<file path="config.mk">
export PLATFORM = sky130hd
export DESIGN_NAME = sfdp_flash_parameter_discovery_top
export DESIGN_NICKNAME = d
export VERILOG_FILES = /design/src/rtl/sfdp_pkg.sv /design/src/rtl/sfdp_ctrl.sv /design/src/rtl/sfdp_dpath.sv /design/src/rtl/sfdp_flash_parameter_discovery_top.sv
export SDC_FILE = /design/constraint.sdc
export NUM_CORES = 2
export LEC_CHECK = 0
export BUFFER_PORTS_ARGS = -buffer_cell sky130_fd_sc_hd__buf_4
export CORE_MARGIN = 10
export CORE_UTILIZATION = 35
export CTS_CLUSTER_SIZE = 40
export DETAILED_ROUTE_END_ITERATION = 7
export PLACE_DENSITY_LB_ADDON = 0.12
export SYNTH_ARGS = -nofsm -noshare
export SYNTH_HDL_FRONTEND = slang
export SYNTH_SLANG_ARGS = --single-unit
</file>
<file path="constraint.sdc">
create_clock -name clk -period 6.3 [get_ports clk]
set_input_delay 0.63 -clock clk [delete_from_list [all_inputs] [get_ports clk]]
set_output_delay 0.63 -clock clk [all_outputs]
set_load 0.01 [all_outputs]
</file>
<file path="src/rtl/sfdp_pkg.sv">
// Shared types, constants and decode tables for the SFDP basic table parser.
`timescale 1ns / 1ps

package sfdp_pkg;

    localparam int STORE_WORDS = 64;
    localparam int AW          = $clog2(STORE_WORDS);
    localparam int CW          = $clog2(STORE_WORDS + 1);
    localparam int IDX_W       = 23;

    localparam logic [31:0] SIG_WORD = 32'h5044_4653;
    localparam logic [31:0] HDR_MASK = 32'h00ff_00ff;
    localparam logic [31:0] HDR_ID   = 32'h0001_0000;

    localparam logic [1:0]  DEF_AMODE = 2'd0;
    localparam logic [7:0]  DEF_CHIP  = 8'd24;
    localparam logic [2:0]  DEF_LANE  = 3'd0;
    localparam logic [7:0]  DEF_RCMD  = 8'h03;
    localparam logic [7:0]  DEF_ECMD  = 8'hd8;
    localparam logic [7:0]  DEF_ESIZE = 8'd16;
    localparam logic [19:0] DEF_BLKTO = 20'd1000;
    localparam logic [25:0] DEF_CHPTO = 26'd60000;
    localparam logic [3:0]  DEF_PAGE  = 4'd8;

    typedef enum logic [4:0] {
        ST_IDLE,
        ST_SIG,
        ST_REV,
        ST_H0,
        ST_H1,
        ST_W0,
        ST_W1,
        ST_RCHK,
        ST_RSEL,
        ST_E7,
        ST_E8,
        ST_B9,
        ST_BM1,
        ST_BM2,
        ST_C9,
        ST_C10,
        ST_CM1,
        ST_CM2,
        ST_DONE
    } step_t;

    typedef struct packed {
        step_t step;
        logic  rd;
        logic  use_data;
        logic  init;
        logic  finish;
    } cmd_t;

    typedef struct packed {
        logic fail;
        logic hdr_last;
        logic rm_zero;
        logic chk_skip;
        logic chk_hit;
        logic tlen9;
        logic tlen10;
        logic tlen11;
        logic best_nz;
    } stat_t;

    // read modes 1..6: check word offset, check bit, parameter word offset and field shifts
    function automatic logic [2:0] chk_off(input logic [2:0] rm);
        logic [2:0] r;
        case (rm)
            3'd5, 3'd6: r = 3'd4;
            default:    r = 3'd0;
        endcase
        return r;
    endfunction

    function automatic logic [4:0] chk_bit(input logic [2:0] rm);
        logic [4:0] r;
        case (rm)
            3'd1:    r = 5'd16;
            3'd2:    r = 5'd20;
            3'd3:    r = 5'd22;
            3'd4:    r = 5'd21;
            3'd6:    r = 5'd4;
            default: r = 5'd0;
        endcase
        return r;
    endfunction

    function automatic logic [2:0] sel_word(input logic [2:0] rm);
        logic [2:0] r;
        case (rm)
            3'd1, 3'd2: r = 3'd3;
            3'd3, 3'd4: r = 3'd2;
            3'd5:       r = 3'd5;
            3'd6:       r = 3'd6;
            default:    r = 3'd0;
        endcase
        return r;
    endfunction

    function automatic logic [4:0] op_shift(input logic [2:0] rm);
        logic [4:0] r;
        case (rm)
            3'd1, 3'd4: r = 5'd8;
            default:    r = 5'd24;
        endcase
        return r;
    endfunction

    function automatic logic [4:0] dum_shift(input logic [2:0] rm);
        logic [4:0] r;
        case (rm)
            3'd1, 3'd4: r = 5'd0;
            default:    r = 5'd16;
        endcase
        return r;
    endfunction

    function automatic logic [4:0] mode_shift(input logic [2:0] rm);
        logic [4:0] r;
        case (rm)
            3'd1, 3'd4: r = 5'd5;
            default:    r = 5'd21;
        endcase
        return r;
    endfunction

    function automatic logic [4:0] time_shift(input logic [1:0] et);
        logic [4:0] r;
        case (et)
            2'd0:    r = 5'd4;
            2'd1:    r = 5'd11;
            2'd2:    r = 5'd18;
            default: r = 5'd25;
        endcase
        return r;
    endfunction

    function automatic logic [9:0] block_unit(input logic [1:0] u);
        logic [9:0] r;
        case (u)
            2'd0:    r = 10'd1;
            2'd1:    r = 10'd16;
            2'd2:    r = 10'd128;
            default: r = 10'd1000;
        endcase
        return r;
    endfunction

    function automatic logic [15:0] chip_unit(input logic [1:0] u);
        logic [15:0] r;
        case (u)
            2'd0:    r = 16'd16;
            2'd1:    r = 16'd256;
            2'd2:    r = 16'd4000;
            default: r = 16'd64000;
        endcase
        return r;
    endfunction

endpackage

</file>
<file path="src/rtl/sfdp_ctrl.sv">
// Decode sequencer and channel handshake control for the SFDP parser.
`timescale 1ns / 1ps

module sfdp_ctrl (
    input  logic            clk,
    input  logic            rst_n,
    input  logic            sfdp_valid,
    input  logic            last_word,
    output logic            sfdp_stall,
    output logic            result_valid,
    input  logic            result_stall,
    output logic            wr_en,
    output sfdp_pkg::cmd_t  cmd,
    input  sfdp_pkg::stat_t stat
);
    import sfdp_pkg::*;

    step_t state_reg, state_next;
    logic  ph_reg, ph_next;
    logic  rv_reg, rv_next;
    step_t after_read, after_blk;

    assign sfdp_stall   = (state_reg != ST_IDLE) || (rv_reg && last_word);
    assign wr_en        = sfdp_valid && !sfdp_stall;
    assign result_valid = rv_reg;

    assign after_blk  = stat.tlen11 ? ST_C9 : ST_DONE;
    assign after_read = stat.tlen9 ? ST_E7 : after_blk;

    always_ff @(posedge clk or negedge rst_n)
    begin
        if (!rst_n)
        begin
            state_reg <= ST_IDLE;
            ph_reg    <= 1'b0;
            rv_reg    <= 1'b0;
        end
        else
        begin
            state_reg <= state_next;
            ph_reg    <= ph_next;
            rv_reg    <= rv_next;
        end
    end

    always_comb
    begin
        state_next   = state_reg;
        ph_next      = ph_reg;
        rv_next      = rv_reg && result_stall;
        cmd.step     = state_reg;
        cmd.rd       = 1'b0;
        cmd.use_data = 1'b0;
        cmd.init     = 1'b0;
        cmd.finish   = 1'b0;
        case (state_reg)
            ST_IDLE:
            begin
                ph_next = 1'b0;
                if (wr_en && last_word)
                begin
                    cmd.init   = 1'b1;
                    state_next = ST_SIG;
                end
            end
            ST_RCHK:
            begin
                if (!ph_reg)
                begin
                    if (stat.rm_zero)
                    begin
                        state_next = after_read;
                    end
                    else if (!stat.chk_skip)
                    begin
                        cmd.rd  = 1'b1;
                        ph_next = 1'b1;
                    end
                end
                else
                begin
                    cmd.use_data = 1'b1;
                    ph_next      = 1'b0;
                    state_next   = stat.chk_hit ? ST_RSEL : ST_RCHK;
                end
            end
            ST_BM1: state_next = ST_BM2;
            ST_BM2: state_next = after_blk;
            ST_CM1: state_next = ST_CM2;
            ST_CM2: state_next = ST_DONE;
            ST_DONE:
            begin
                cmd.finish = 1'b1;
                rv_next    = 1'b1;
                state_next = ST_IDLE;
            end
            default:
            begin
                // one word read, then its data is used
                if (!ph_reg)
                begin
                    cmd.rd  = 1'b1;
                    ph_next = 1'b1;
                end
                else
                begin
                    cmd.use_data = 1'b1;
                    ph_next      = 1'b0;
                    case (state_reg)
                        ST_SIG:  state_next = stat.fail ? ST_DONE : ST_REV;
                        ST_REV:  state_next = stat.fail ? ST_DONE : ST_H0;
                        ST_H0:   state_next = ST_H1;
                        ST_H1:
                        begin
                            if (stat.fail)
                                state_next = ST_DONE;
                            else
                                state_next = stat.hdr_last ? ST_W0 : ST_H0;
                        end
                        ST_W0:   state_next = ST_W1;
                        ST_W1:   state_next = stat.fail ? ST_DONE : ST_RCHK;
                        ST_RSEL: state_next = after_read;
                        ST_E7:   state_next = ST_E8;
                        ST_E8:   state_next = (stat.best_nz && stat.tlen10) ? ST_B9 : after_blk;
                        ST_B9:   state_next = ST_BM1;
                        ST_C9:   state_next = ST_C10;
                        ST_C10:  state_next = ST_CM1;
                        default: state_next = ST_IDLE;
                    endcase
                end
            end
        endcase
    end

endmodule

</file>
<file path="src/rtl/sfdp_dpath.sv">
// Word store, field decode and result registers for the SFDP parser.
`timescale 1ns / 1ps

module sfdp_dpath (
    input  logic             clk,
    input  logic             rst_n,
    input  sfdp_pkg::cmd_t   cmd,
    output sfdp_pkg::stat_t  stat,
    input  logic             allow_quad,
    input  logic             wr_en,
    input  logic [31:0]      wr_data,
    output logic             parse_status,
    output logic [1:0]       address_mode,
    output logic [7:0]       log2_chip_bytes,
    output logic [2:0]       read_lane_mode,
    output logic [7:0]       read_command,
    output logic [4:0]       read_dummy_cycles,
    output logic [2:0]       read_mode_clocks,
    output logic [7:0]       erase_command,
    output logic [7:0]       log2_erase_bytes,
    output logic [19:0]      block_erase_timeout_ms,
    output logic [25:0]      chip_erase_timeout_ms,
    output logic [3:0]       log2_page_bytes
);
    import sfdp_pkg::*;

    logic [31:0] mem [STORE_WORDS];
    logic [31:0] rdat_reg;
    logic        badnow_reg;

    logic [CW-1:0] cnt_reg, cnt_next;
    logic          bad_reg, bad_next;
    logic          err_reg, err_next;
    logic          status_reg, status_next;
    logic          found_reg, found_next;
    logic [7:0]    hi_reg, hi_next;
    logic [7:0]    nhm_reg, nhm_next;
    logic [31:0]   h0_reg, h0_next;
    logic [7:0]    tlen_reg, tlen_next;
    logic [21:0]   tbase_reg, tbase_next;
    logic [2:0]    rm_reg, rm_next;
    logic [1:0]    amode_reg, amode_next;
    logic [7:0]    chip_reg, chip_next;
    logic [2:0]    lane_reg, lane_next;
    logic [7:0]    rcmd_reg, rcmd_next;
    logic [4:0]    dummy_reg, dummy_next;
    logic [2:0]    mclk_reg, mclk_next;
    logic [7:0]    best_reg, best_next;
    logic [7:0]    eop_reg, eop_next;
    logic [1:0]    etype_reg, etype_next;
    logic [5:0]    mul_reg, mul_next;
    logic [1:0]    usel_reg, usel_next;
    logic [4:0]    ucnt_reg, ucnt_next;
    logic [10:0]   prod_reg, prod_next;
    logic [19:0]   blk_reg, blk_next;
    logic [25:0]   chpto_reg, chpto_next;
    logic [3:0]    page_reg, page_next;

    logic [IDX_W-1:0] addr, tb;
    logic [31:0]      d, tw;
    logic [4:0]       msb;
    logic [30:0]      lb;
    logic             szerr;
    logic [7:0]       sz_hi, sz_lo;
    logic             fail_now;

    assign tb = IDX_W'(tbase_reg);
    assign d  = badnow_reg ? 32'd0 : rdat_reg;
    assign lb = d[30:0];

    always_comb
    begin
        case (cmd.step)
            ST_SIG:        addr = '0;
            ST_REV:        addr = IDX_W'(1);
            ST_H0:         addr = IDX_W'({hi_reg, 1'b0}) + IDX_W'(2);
            ST_H1:         addr = IDX_W'({hi_reg, 1'b0}) + IDX_W'(3);
            ST_W0:         addr = tb;
            ST_W1:         addr = tb + IDX_W'(1);
            ST_RCHK:       addr = tb + IDX_W'(chk_off(rm_reg));
            ST_RSEL:       addr = tb + IDX_W'(sel_word(rm_reg));
            ST_E7:         addr = tb + IDX_W'(7);
            ST_E8:         addr = tb + IDX_W'(8);
            ST_B9, ST_C9:  addr = tb + IDX_W'(9);
            ST_C10:        addr = tb + IDX_W'(10);
            default:       addr = '0;
        endcase
    end

    always_ff @(posedge clk)
    begin
        if (wr_en && (cnt_reg < CW'(STORE_WORDS)))
            mem[cnt_reg[AW-1:0]] <= wr_data;
        if (cmd.rd)
            rdat_reg <= mem[addr[AW-1:0]];
    end

    always_comb
    begin
        msb = 5'd0;
        for (int k = 0; k < 32; k++)
        begin
            if (d[k])
                msb = 5'(k);
        end
    end

    assign szerr = d[31] ? ((lb < 31'd3) || (lb > 31'd258)) : (d < 32'd8);

    assign sz_lo = (cmd.step == ST_E7) ? d[7:0]   : d[7:0];
    assign sz_hi = d[23:16];
    assign tw    = d >> time_shift(etype_reg);

    always_comb
    begin
        cnt_next    = cnt_reg;
        bad_next    = bad_reg;
        err_next    = err_reg;
        status_next = status_reg;
        found_next  = found_reg;
        hi_next     = hi_reg;
        nhm_next    = nhm_reg;
        h0_next     = h0_reg;
        tlen_next   = tlen_reg;
        tbase_next  = tbase_reg;
        rm_next     = rm_reg;
        amode_next  = amode_reg;
        chip_next   = chip_reg;
        lane_next   = lane_reg;
        rcmd_next   = rcmd_reg;
        dummy_next  = dummy_reg;
        mclk_next   = mclk_reg;
        best_next   = best_reg;
        eop_next    = eop_reg;
        etype_next  = etype_reg;
        mul_next    = mul_reg;
        usel_next   = usel_reg;
        ucnt_next   = ucnt_reg;
        prod_next   = prod_reg;
        blk_next    = blk_reg;
        chpto_next  = chpto_reg;
        page_next   = page_reg;
        fail_now    = 1'b0;

        if (wr_en && (cnt_reg < CW'(STORE_WORDS)))
            cnt_next = cnt_reg + CW'(1);

        if (cmd.use_data)
        begin
            bad_next = bad_reg | badnow_reg;
            case (cmd.step)
                ST_SIG: fail_now = (d != SIG_WORD);
                ST_REV:
                begin
                    fail_now = badnow_reg || (d[15:8] != 8'd1);
                    nhm_next = d[23:16];
                    hi_next  = 8'd0;
                end
                ST_H0: h0_next = d;
                ST_H1:
                begin
                    if (((h0_reg & HDR_MASK) == HDR_ID) && (d[31:24] == 8'hff))
                    begin
                        tlen_next  = h0_reg[31:24];
                        tbase_next = d[23:2];
                        found_next = 1'b1;
                    end
                    hi_next  = hi_reg + 8'd1;
                    fail_now = bad_reg || badnow_reg ||
                               ((hi_reg == nhm_reg) && (!found_next || (tlen_next < 8'd2)));
                end
                ST_W0: amode_next = (d[18:17] == 2'd3) ? 2'd0 : d[18:17];
                ST_W1:
                begin
                    fail_now  = bad_reg || badnow_reg || szerr;
                    chip_next = d[31] ? 8'(lb - 31'd3) : 8'(msb - 5'd2);
                    rm_next   = allow_quad ? 3'd6 : 3'd4;
                end
                ST_RCHK:
                begin
                    if (!d[chk_bit(rm_reg)])
                        rm_next = rm_reg - 3'd1;
                end
                ST_RSEL:
                begin
                    lane_next  = rm_reg;
                    rcmd_next  = 8'(d >> op_shift(rm_reg));
                    dummy_next = 5'(d >> dum_shift(rm_reg));
                    mclk_next  = 3'(d >> mode_shift(rm_reg));
                end
                ST_E7, ST_E8:
                begin
                    if (sz_lo > best_reg)
                    begin
                        best_next  = sz_lo;
                        eop_next   = d[15:8];
                        etype_next = (cmd.step == ST_E7) ? 2'd0 : 2'd2;
                    end
                    if (sz_hi > best_next)
                    begin
                        best_next  = sz_hi;
                        eop_next   = d[31:24];
                        etype_next = (cmd.step == ST_E7) ? 2'd1 : 2'd3;
                    end
                end
                ST_B9:
                begin
                    mul_next  = {1'b0, d[3:0], 1'b0} + 6'd2;
                    usel_next = tw[6:5];
                    ucnt_next = tw[4:0];
                end
                ST_C9: mul_next = {1'b0, d[3:0], 1'b0} + 6'd2;
                ST_C10:
                begin
                    usel_next = d[30:29];
                    ucnt_next = d[28:24];
                    page_next = d[7:4];
                end
                default: ;
            endcase
        end
        else if ((cmd.step == ST_RCHK) && !cmd.rd && (rm_reg != 3'd0))
        begin
            rm_next = rm_reg - 3'd1;
        end

        case (cmd.step)
            ST_BM1, ST_CM1: prod_next = 11'(mul_reg * ucnt_reg);
            ST_BM2:         blk_next = 20'(prod_reg * block_unit(usel_reg));
            ST_CM2:         chpto_next = 26'(prod_reg * chip_unit(usel_reg));
            default: ;
        endcase

        err_next = err_reg | fail_now;

        if (cmd.init)
        begin
            bad_next   = 1'b0;
            err_next   = 1'b0;
            found_next = 1'b0;
            amode_next = DEF_AMODE;
            chip_next  = DEF_CHIP;
            lane_next  = DEF_LANE;
            rcmd_next  = DEF_RCMD;
            dummy_next = 5'd0;
            mclk_next  = 3'd0;
            best_next  = 8'd0;
            blk_next   = DEF_BLKTO;
            chpto_next = DEF_CHPTO;
            page_next  = DEF_PAGE;
        end

        if (cmd.finish)
        begin
            status_next = err_reg | bad_reg;
            cnt_next    = '0;
        end
    end

    assign stat.fail     = fail_now;
    assign stat.hdr_last = (hi_reg == nhm_reg);
    assign stat.rm_zero  = (rm_reg == 3'd0);
    assign stat.chk_skip = (8'(chk_off(rm_reg)) >= tlen_reg);
    assign stat.chk_hit  = d[chk_bit(rm_reg)];
    assign stat.tlen9    = (tlen_reg >= 8'd9);
    assign stat.tlen10   = (tlen_reg >= 8'd10);
    assign stat.tlen11   = (tlen_reg >= 8'd11);
    assign stat.best_nz  = (best_next != 8'd0);

    always_ff @(posedge clk or negedge rst_n)
    begin
        if (!rst_n)
        begin
            cnt_reg    <= '0;
            bad_reg    <= 1'b0;
            err_reg    <= 1'b0;
            status_reg <= 1'b0;
            found_reg  <= 1'b0;
            badnow_reg <= 1'b0;
            hi_reg     <= 8'd0;
            nhm_reg    <= 8'd0;
            rm_reg     <= 3'd0;
            etype_reg  <= 2'd0;
        end
        else
        begin
            cnt_reg    <= cnt_next;
            bad_reg    <= bad_next;
            err_reg    <= err_next;
            status_reg <= status_next;
            found_reg  <= found_next;
            hi_reg     <= hi_next;
            nhm_reg    <= nhm_next;
            rm_reg     <= rm_next;
            etype_reg  <= etype_next;
            if (cmd.rd)
                badnow_reg <= (addr >= IDX_W'(cnt_reg));
        end
    end

    always_ff @(posedge clk)
    begin
        h0_reg    <= h0_next;
        tlen_reg  <= tlen_next;
        tbase_reg <= tbase_next;
        amode_reg <= amode_next;
        chip_reg  <= chip_next;
        lane_reg  <= lane_next;
        rcmd_reg  <= rcmd_next;
        dummy_reg <= dummy_next;
        mclk_reg  <= mclk_next;
        best_reg  <= best_next;
        eop_reg   <= eop_next;
        mul_reg   <= mul_next;
        usel_reg  <= usel_next;
        ucnt_reg  <= ucnt_next;
        prod_reg  <= prod_next;
        blk_reg   <= blk_next;
        chpto_reg <= chpto_next;
        page_reg  <= page_next;
    end

    // invalid table: every field shows its default
    always_comb
    begin
        parse_status           = status_reg;
        address_mode           = DEF_AMODE;
        log2_chip_bytes        = DEF_CHIP;
        read_lane_mode         = DEF_LANE;
        read_command           = DEF_RCMD;
        read_dummy_cycles      = 5'd0;
        read_mode_clocks       = 3'd0;
        erase_command          = DEF_ECMD;
        log2_erase_bytes       = DEF_ESIZE;
        block_erase_timeout_ms = DEF_BLKTO;
        chip_erase_timeout_ms  = DEF_CHPTO;
        log2_page_bytes        = DEF_PAGE;
        if (!status_reg)
        begin
            address_mode           = amode_reg;
            log2_chip_bytes        = chip_reg;
            read_lane_mode         = lane_reg;
            read_command           = rcmd_reg;
            read_dummy_cycles      = dummy_reg;
            read_mode_clocks       = mclk_reg;
            block_erase_timeout_ms = blk_reg;
            chip_erase_timeout_ms  = chpto_reg;
            log2_page_bytes        = page_reg;
            if (best_reg != 8'd0)
            begin
                erase_command    = eop_reg;
                log2_erase_bytes = best_reg;
            end
        end
    end

endmodule

</file>
<file path="src/rtl/sfdp_flash_parameter_discovery_top.sv">
// Top level of the SFDP basic parameter table parser.
`timescale 1ns / 1ps

// Each SFDP word accepted while sfdp_stall is low is written to a 64-word store; words past the
// store are dropped. The word flagged last_word starts decoding, which reads the store
// through its single registered port, with a read step and then a use step per word: first
// the signature, revision and headers up to the table, then read mode, erase and timing fields
// (each timeout also goes through its multiply states). Input is held off during decoding and
// while a result waits if the next word is a last word. One result follows each last word.
module sfdp_flash_parameter_discovery_top (
    input  logic        clk,
    input  logic        rst_n,
    input  logic        cfg_we,
    input  logic        cfg_wdata,
    input  logic        sfdp_valid,
    output logic        sfdp_stall,
    input  logic [31:0] sfdp_word,
    input  logic        last_word,
    output logic        result_valid,
    input  logic        result_stall,
    output logic        parse_status,
    output logic [1:0]  address_mode,
    output logic [7:0]  log2_chip_bytes,
    output logic [2:0]  read_lane_mode,
    output logic [7:0]  read_command,
    output logic [4:0]  read_dummy_cycles,
    output logic [2:0]  read_mode_clocks,
    output logic [7:0]  erase_command,
    output logic [7:0]  log2_erase_bytes,
    output logic [19:0] block_erase_timeout_ms,
    output logic [25:0] chip_erase_timeout_ms,
    output logic [3:0]  log2_page_bytes
);
    import sfdp_pkg::*;

    logic  allow_quad_reg;
    logic  wr_en;
    cmd_t  cmd;
    stat_t stat;

    always_ff @(posedge clk or negedge rst_n)
    begin
        if (!rst_n)
            allow_quad_reg <= 1'b0;
        else if (cfg_we)
            allow_quad_reg <= cfg_wdata;
    end

    sfdp_ctrl u_ctrl (
        .clk          (clk),
        .rst_n        (rst_n),
        .sfdp_valid   (sfdp_valid),
        .last_word    (last_word),
        .sfdp_stall   (sfdp_stall),
        .result_valid (result_valid),
        .result_stall (result_stall),
        .wr_en        (wr_en),
        .cmd          (cmd),
        .stat         (stat)
    );

    sfdp_dpath u_dpath (
        .clk                    (clk),
        .rst_n                  (rst_n),
        .cmd                    (cmd),
        .stat                   (stat),
        .allow_quad             (allow_quad_reg),
        .wr_en                  (wr_en),
        .wr_data                (sfdp_word),
        .parse_status           (parse_status),
        .address_mode           (address_mode),
        .log2_chip_bytes        (log2_chip_bytes),
        .read_lane_mode         (read_lane_mode),
        .read_command           (read_command),
        .read_dummy_cycles      (read_dummy_cycles),
        .read_mode_clocks       (read_mode_clocks),
        .erase_command          (erase_command),
        .log2_erase_bytes       (log2_erase_bytes),
        .block_erase_timeout_ms (block_erase_timeout_ms),
        .chip_erase_timeout_ms  (chip_erase_timeout_ms),
        .log2_page_bytes        (log2_page_bytes)
    );

endmodule

</file>
==> out/results.txt <==
Routing layer with the top usage in global route: met2. Sequential area share after synthesis: 66.7%. Global routing consumed, over all layers together, 21.8% of the routing resources. The actual slew at the worst max-slew pin is 1.12 ns. The tools report the arrival time of the worst setup path as 6.71 ns.

The first global-routing pass estimated 502 mm of wire. On the worst path, the slowest cell contributes a delay of 0.55 ns. The overall power came out at 65100 uW.

Post-CTS timing repair inserted 0 buffers for setup. The global-route met3 utilization is 2.87%. The tools report the startpoint of the worst hold path as sfdp_word[14].

Vertical die dimension: 558 um. The run gives 0 as the count of final setup violators. The post-route netlist has 11.0% of its cells at a drive strength greater than 1. The top flip-flop cell by instance count after synthesis is sky130_fd_sc_hd__edfxtp_1. The kind of launch point of the worst setup path was a flop.

The maximum number of pins on one net before global-route repair is 112. Setup repair after global routing left no endpoint under its margin. In the global route stage, met1 resource usage came out at 30.7%.

Register clock-pin slew on the reported worst setup and hold paths: 0.06 ns. The number of clock buffers added by TritonCTS is 264. The Yosys step of the flow raised 0 warnings. Number of detailed-routing iterations run before antenna repair: 6. Number of antenna violations at the first check in global routing: 27. In the finished design, the share of the clock period the worst path needs comes to 95.2%.

The worst setup slack after layout came out at 0.303 ns. The most prevalent standard cell on the critical path is sky130_fd_sc_hd__fa_1. The routed design has 350 mm of wire.

The count of standard-cell rows was 197. Headroom to the max-slew limit came out at 25.3%. Grouping stages by cell kind, the critical path spends the most delay in adder cells. Across the whole layout, storage elements account for 67600 um^2. The run finished with clean final reports. Across the VDD grid, the largest voltage drop is 0.599 mV. Summed over all nets, the half-perimeter wirelength after detailed placement is 207 mm. Once the floorplan was initialized, standard cells occupied 35.2% of the core. The run gives 12300 as the placed instance count. The die boundary width is 558 um. In the routed layout, each cell is associated on average with a via count of 5.45. The clock sink count is 2286, and the synthesized netlist cell count is 8545. TritonCTS built the clock tree. The final-layout worst hold slack came out at 0.336 ns. The logs give 0.0395 ns for the worst clock skew and 0.30 ns for the register-to-register setup slack.

Once layout is complete, the cells apart from fillers number 12700. The violation count after the first detailed-routing iteration was 6891; the fmax was 167 MHz. The count of final max-slew check failures came out at 0. The region available for standard cell placement spans 288000 um^2. The multi-input combinational cells in the finished layout cover a total of 31300 um^2.

The number of flip-flops under the largest register name came out at 2048. Across the run, the number of max-cap violations was 0. The tools report the worst reg2reg path startpoint as u_dpath.usel_reg[0]. The longest clock path from root to sink contains 4 buffers. The area added between synthesis and finish is 15.3%, and the setup TNS is 0 ns. The tools report the hold violation count in the final report as 0. In this run the static leakage power is 0.0421 uW.

After detailed routing, the average wire length per cell comes to 27.5 um. The combined buffer and inverter count along the critical path was 4. The critical path's slowest cell is sky130_fd_sc_hd__fa_1.

The run gives 67100 as the number of global-route vias before repair. The final route contains 69400 vias. The type of the worst setup path was reg -> reg.

The mean cell area of the mapped netlist came out at 11.9 um^2. Buffers placed on the I/O ports in this run total 130. After global routing the overflow that remains totals 0. The logs give 312000 um^2 for the area enclosed by the die boundary and 101000 um^2 for the synthesized cell area. The clock reaches the later pin of the worst-skew pair after 0.90 ns. Power spread over the standard cell area amounts to 556 nW/um^2. The net count of the finished layout is 9088. The count of flip-flops with a built-in enable after synthesis was 2164; the routability-driven placement congestion ratio was 0.907.

Fill cells in the final layout number 27300. Type of element capturing the critical path: a flop. OpenSTA, run right after detailed placement, puts the worst setup slack at 0.147 ns. After detailed routing, the number of remaining DRC violations is 0. The biggest fanout along the worst timing path was 9.

Once detail routing completed, the nets flagged for antenna violations numbered 0. The async set or reset register ratio after synthesis is 1.79%, and the top-level port count is 137. After synthesis, the netlist uses 93 different library cells. The tools report the maximum level of the CTS H-tree as 5.

Data on the critical path is required at its endpoint by 7.02 ns. Walking the worst path, the cells encountered are inv_1, ha_1, buf_4, and2_1, or2_2, fa_1, inv_1, fa_1, fa_1, inv_1, fa_1, fa_1, ha_1, a21o_1, a31o_2, a41oi_1, a21oi_1, a21o_1, a21oi_1, xor2_1, o21ai_0. In this run the clock root is driven by a sky130_fd_sc_hd__clkbuf_16.

After layout, the minimum clock period comes to 6.00 ns. Number of synthesized register bits: 2286. Tracing the worst setup path back leads to its startpoint at u_dpath.usel_reg[0]. The tightest min-delay check is of the in -> reg type. Global routing consumed, on the met2 layer, 35.2% of the routing resources.
-- cells in the mapped netlist (17+ instances only) --
library cell               count  area share [%]
sky130_fd_sc_hd__nand2_1    2309             8.5
sky130_fd_sc_hd__edfxtp_1   2164              64
sky130_fd_sc_hd__nand3_1    1098             5.4
sky130_fd_sc_hd__nor2_1      237            0.88
sky130_fd_sc_hd__buf_2       208             1.0
sky130_fd_sc_hd__inv_1       208            0.77
sky130_fd_sc_hd__clkbuf_1    207            0.77
sky130_fd_sc_hd__a21oi_1     183            0.90
sky130_fd_sc_hd__ha_1        181             2.2
sky130_fd_sc_hd__a311oi_1    178             1.5
sky130_fd_sc_hd__o21ai_0     171            0.84
sky130_fd_sc_hd__and3_1      137            0.84
sky130_fd_sc_hd__fa_1        117             2.3
sky130_fd_sc_hd__buf_1        97            0.36
sky130_fd_sc_hd__dfxtp_1      81             1.6
sky130_fd_sc_hd__nor2b_1      80            0.49
sky130_fd_sc_hd__and2_1       70            0.43
sky130_fd_sc_hd__a31oi_1      61            0.38
sky130_fd_sc_hd__nor3_1       59            0.29
sky130_fd_sc_hd__xnor2_1      54            0.47
sky130_fd_sc_hd__nand4_1      51            0.31
sky130_fd_sc_hd__nand2b_1     47            0.29
sky130_fd_sc_hd__dfrtp_1      41             1.0
sky130_fd_sc_hd__a211oi_1     39            0.29
sky130_fd_sc_hd__or3_1        37            0.23
sky130_fd_sc_hd__mux2i_1      35            0.35
sky130_fd_sc_hd__a22oi_1      31            0.23
sky130_fd_sc_hd__or2_2        27            0.17
sky130_fd_sc_hd__nor4_1       25            0.15
sky130_fd_sc_hd__a21o_1       23            0.17
sky130_fd_sc_hd__o211ai_1     23            0.17
sky130_fd_sc_hd__mux4_2       19            0.42
sky130_fd_sc_hd__buf_4        18            0.13
sky130_fd_sc_hd__xor2_1       18            0.16
sky130_fd_sc_hd__mux2_2       17            0.19
sky130_fd_sc_hd__o22ai_1      17            0.10
-- cell usage in the layout, fill, tap and decap left out, types with 170 or more instances in the layout --
master / netlist / routed
sky130_fd_sc_hd__a311oi_1: 178 / 178
sky130_fd_sc_hd__edfxtp_1: 2164 / 2164
sky130_fd_sc_hd__o21ai_0: 171 / 170
sky130_fd_sc_hd__nand2_1: 2309 / 2308
sky130_fd_sc_hd__a21oi_1: 183 / 179
sky130_fd_sc_hd__nand3_1: 1098 / 1098
sky130_fd_sc_hd__ha_1: 181 / 180
sky130_fd_sc_hd__inv_1: 208 / 207
sky130_fd_sc_hd__clkbuf_16: 0 / 270
sky130_fd_sc_hd__buf_4: 18 / 410
-- repair_timing --
item | 4_1_cts | 5_1_grt
setup endpoints to repair | 0 | 5
resized for setup | 0 | 9
hold endpoints to repair | 43 | 0
hold buffers | 4 | 0
-- logic make-up after synthesis --
group / Yosys count / share of synthesized area (%)
simple gates: 4229 / 18.5
flops: 2286 / 66.7
compound gates: 843 / 5.63
buf+inv: 744 / 3.08
fa+ha+maj: 299 / 4.55
xor+xnor: 72 / 0.622
mux: 71 / 0.956
other cells: 1 / 0.00370
-- through the flow --
stage,cell area (um^2),util (%)
final,117000,40.6
after global routing,117000,40.5
after CTS,117000,40.5
after detailed placement,109000,37.6
after global placement,109000,37.6
after floorplan,101000,-
-- final cells by class --
type,count,share of cell area [%]
repair buffers,466,3.56
clock inverters,129,1.07
flip-flops and latches,2286,57.8
inverters,213,0.705
multi-input cells,5520,26.7
diodes,12,0.0257
clock buffers,336,6.03
well taps,3781,4.04
-- worst paths after layout --
check                                       endpoint  cells past startpoint
worst max register to register   u_dpath.blk_reg[18]                     21
worst min register to register   u_dpath.tlen_reg[0]                      0
worst max-delay path             u_dpath.blk_reg[18]                     21
max in group asynchronous       u_dpath.parse_status                      2
worst min-delay path              u_dpath.mem[0][14]                      1
min in group asynchronous        u_ctrl.result_valid                      2
-- per-layer routing --
layer	part of all wire [%]	wire length [um]	up-vias
met5	0.022	77	-
met4	3.3	11500	6
met3	5.9	20600	513
met2	46	162000	2284
met1	45	156000	35400
li1	-	-	31200
-- power breakdown --
group	switching [uW]	internal, uW
Sequential	696	17400
Clock	6340	8700
Combinational	21800	10100
(Power assumes the default switching activity.)
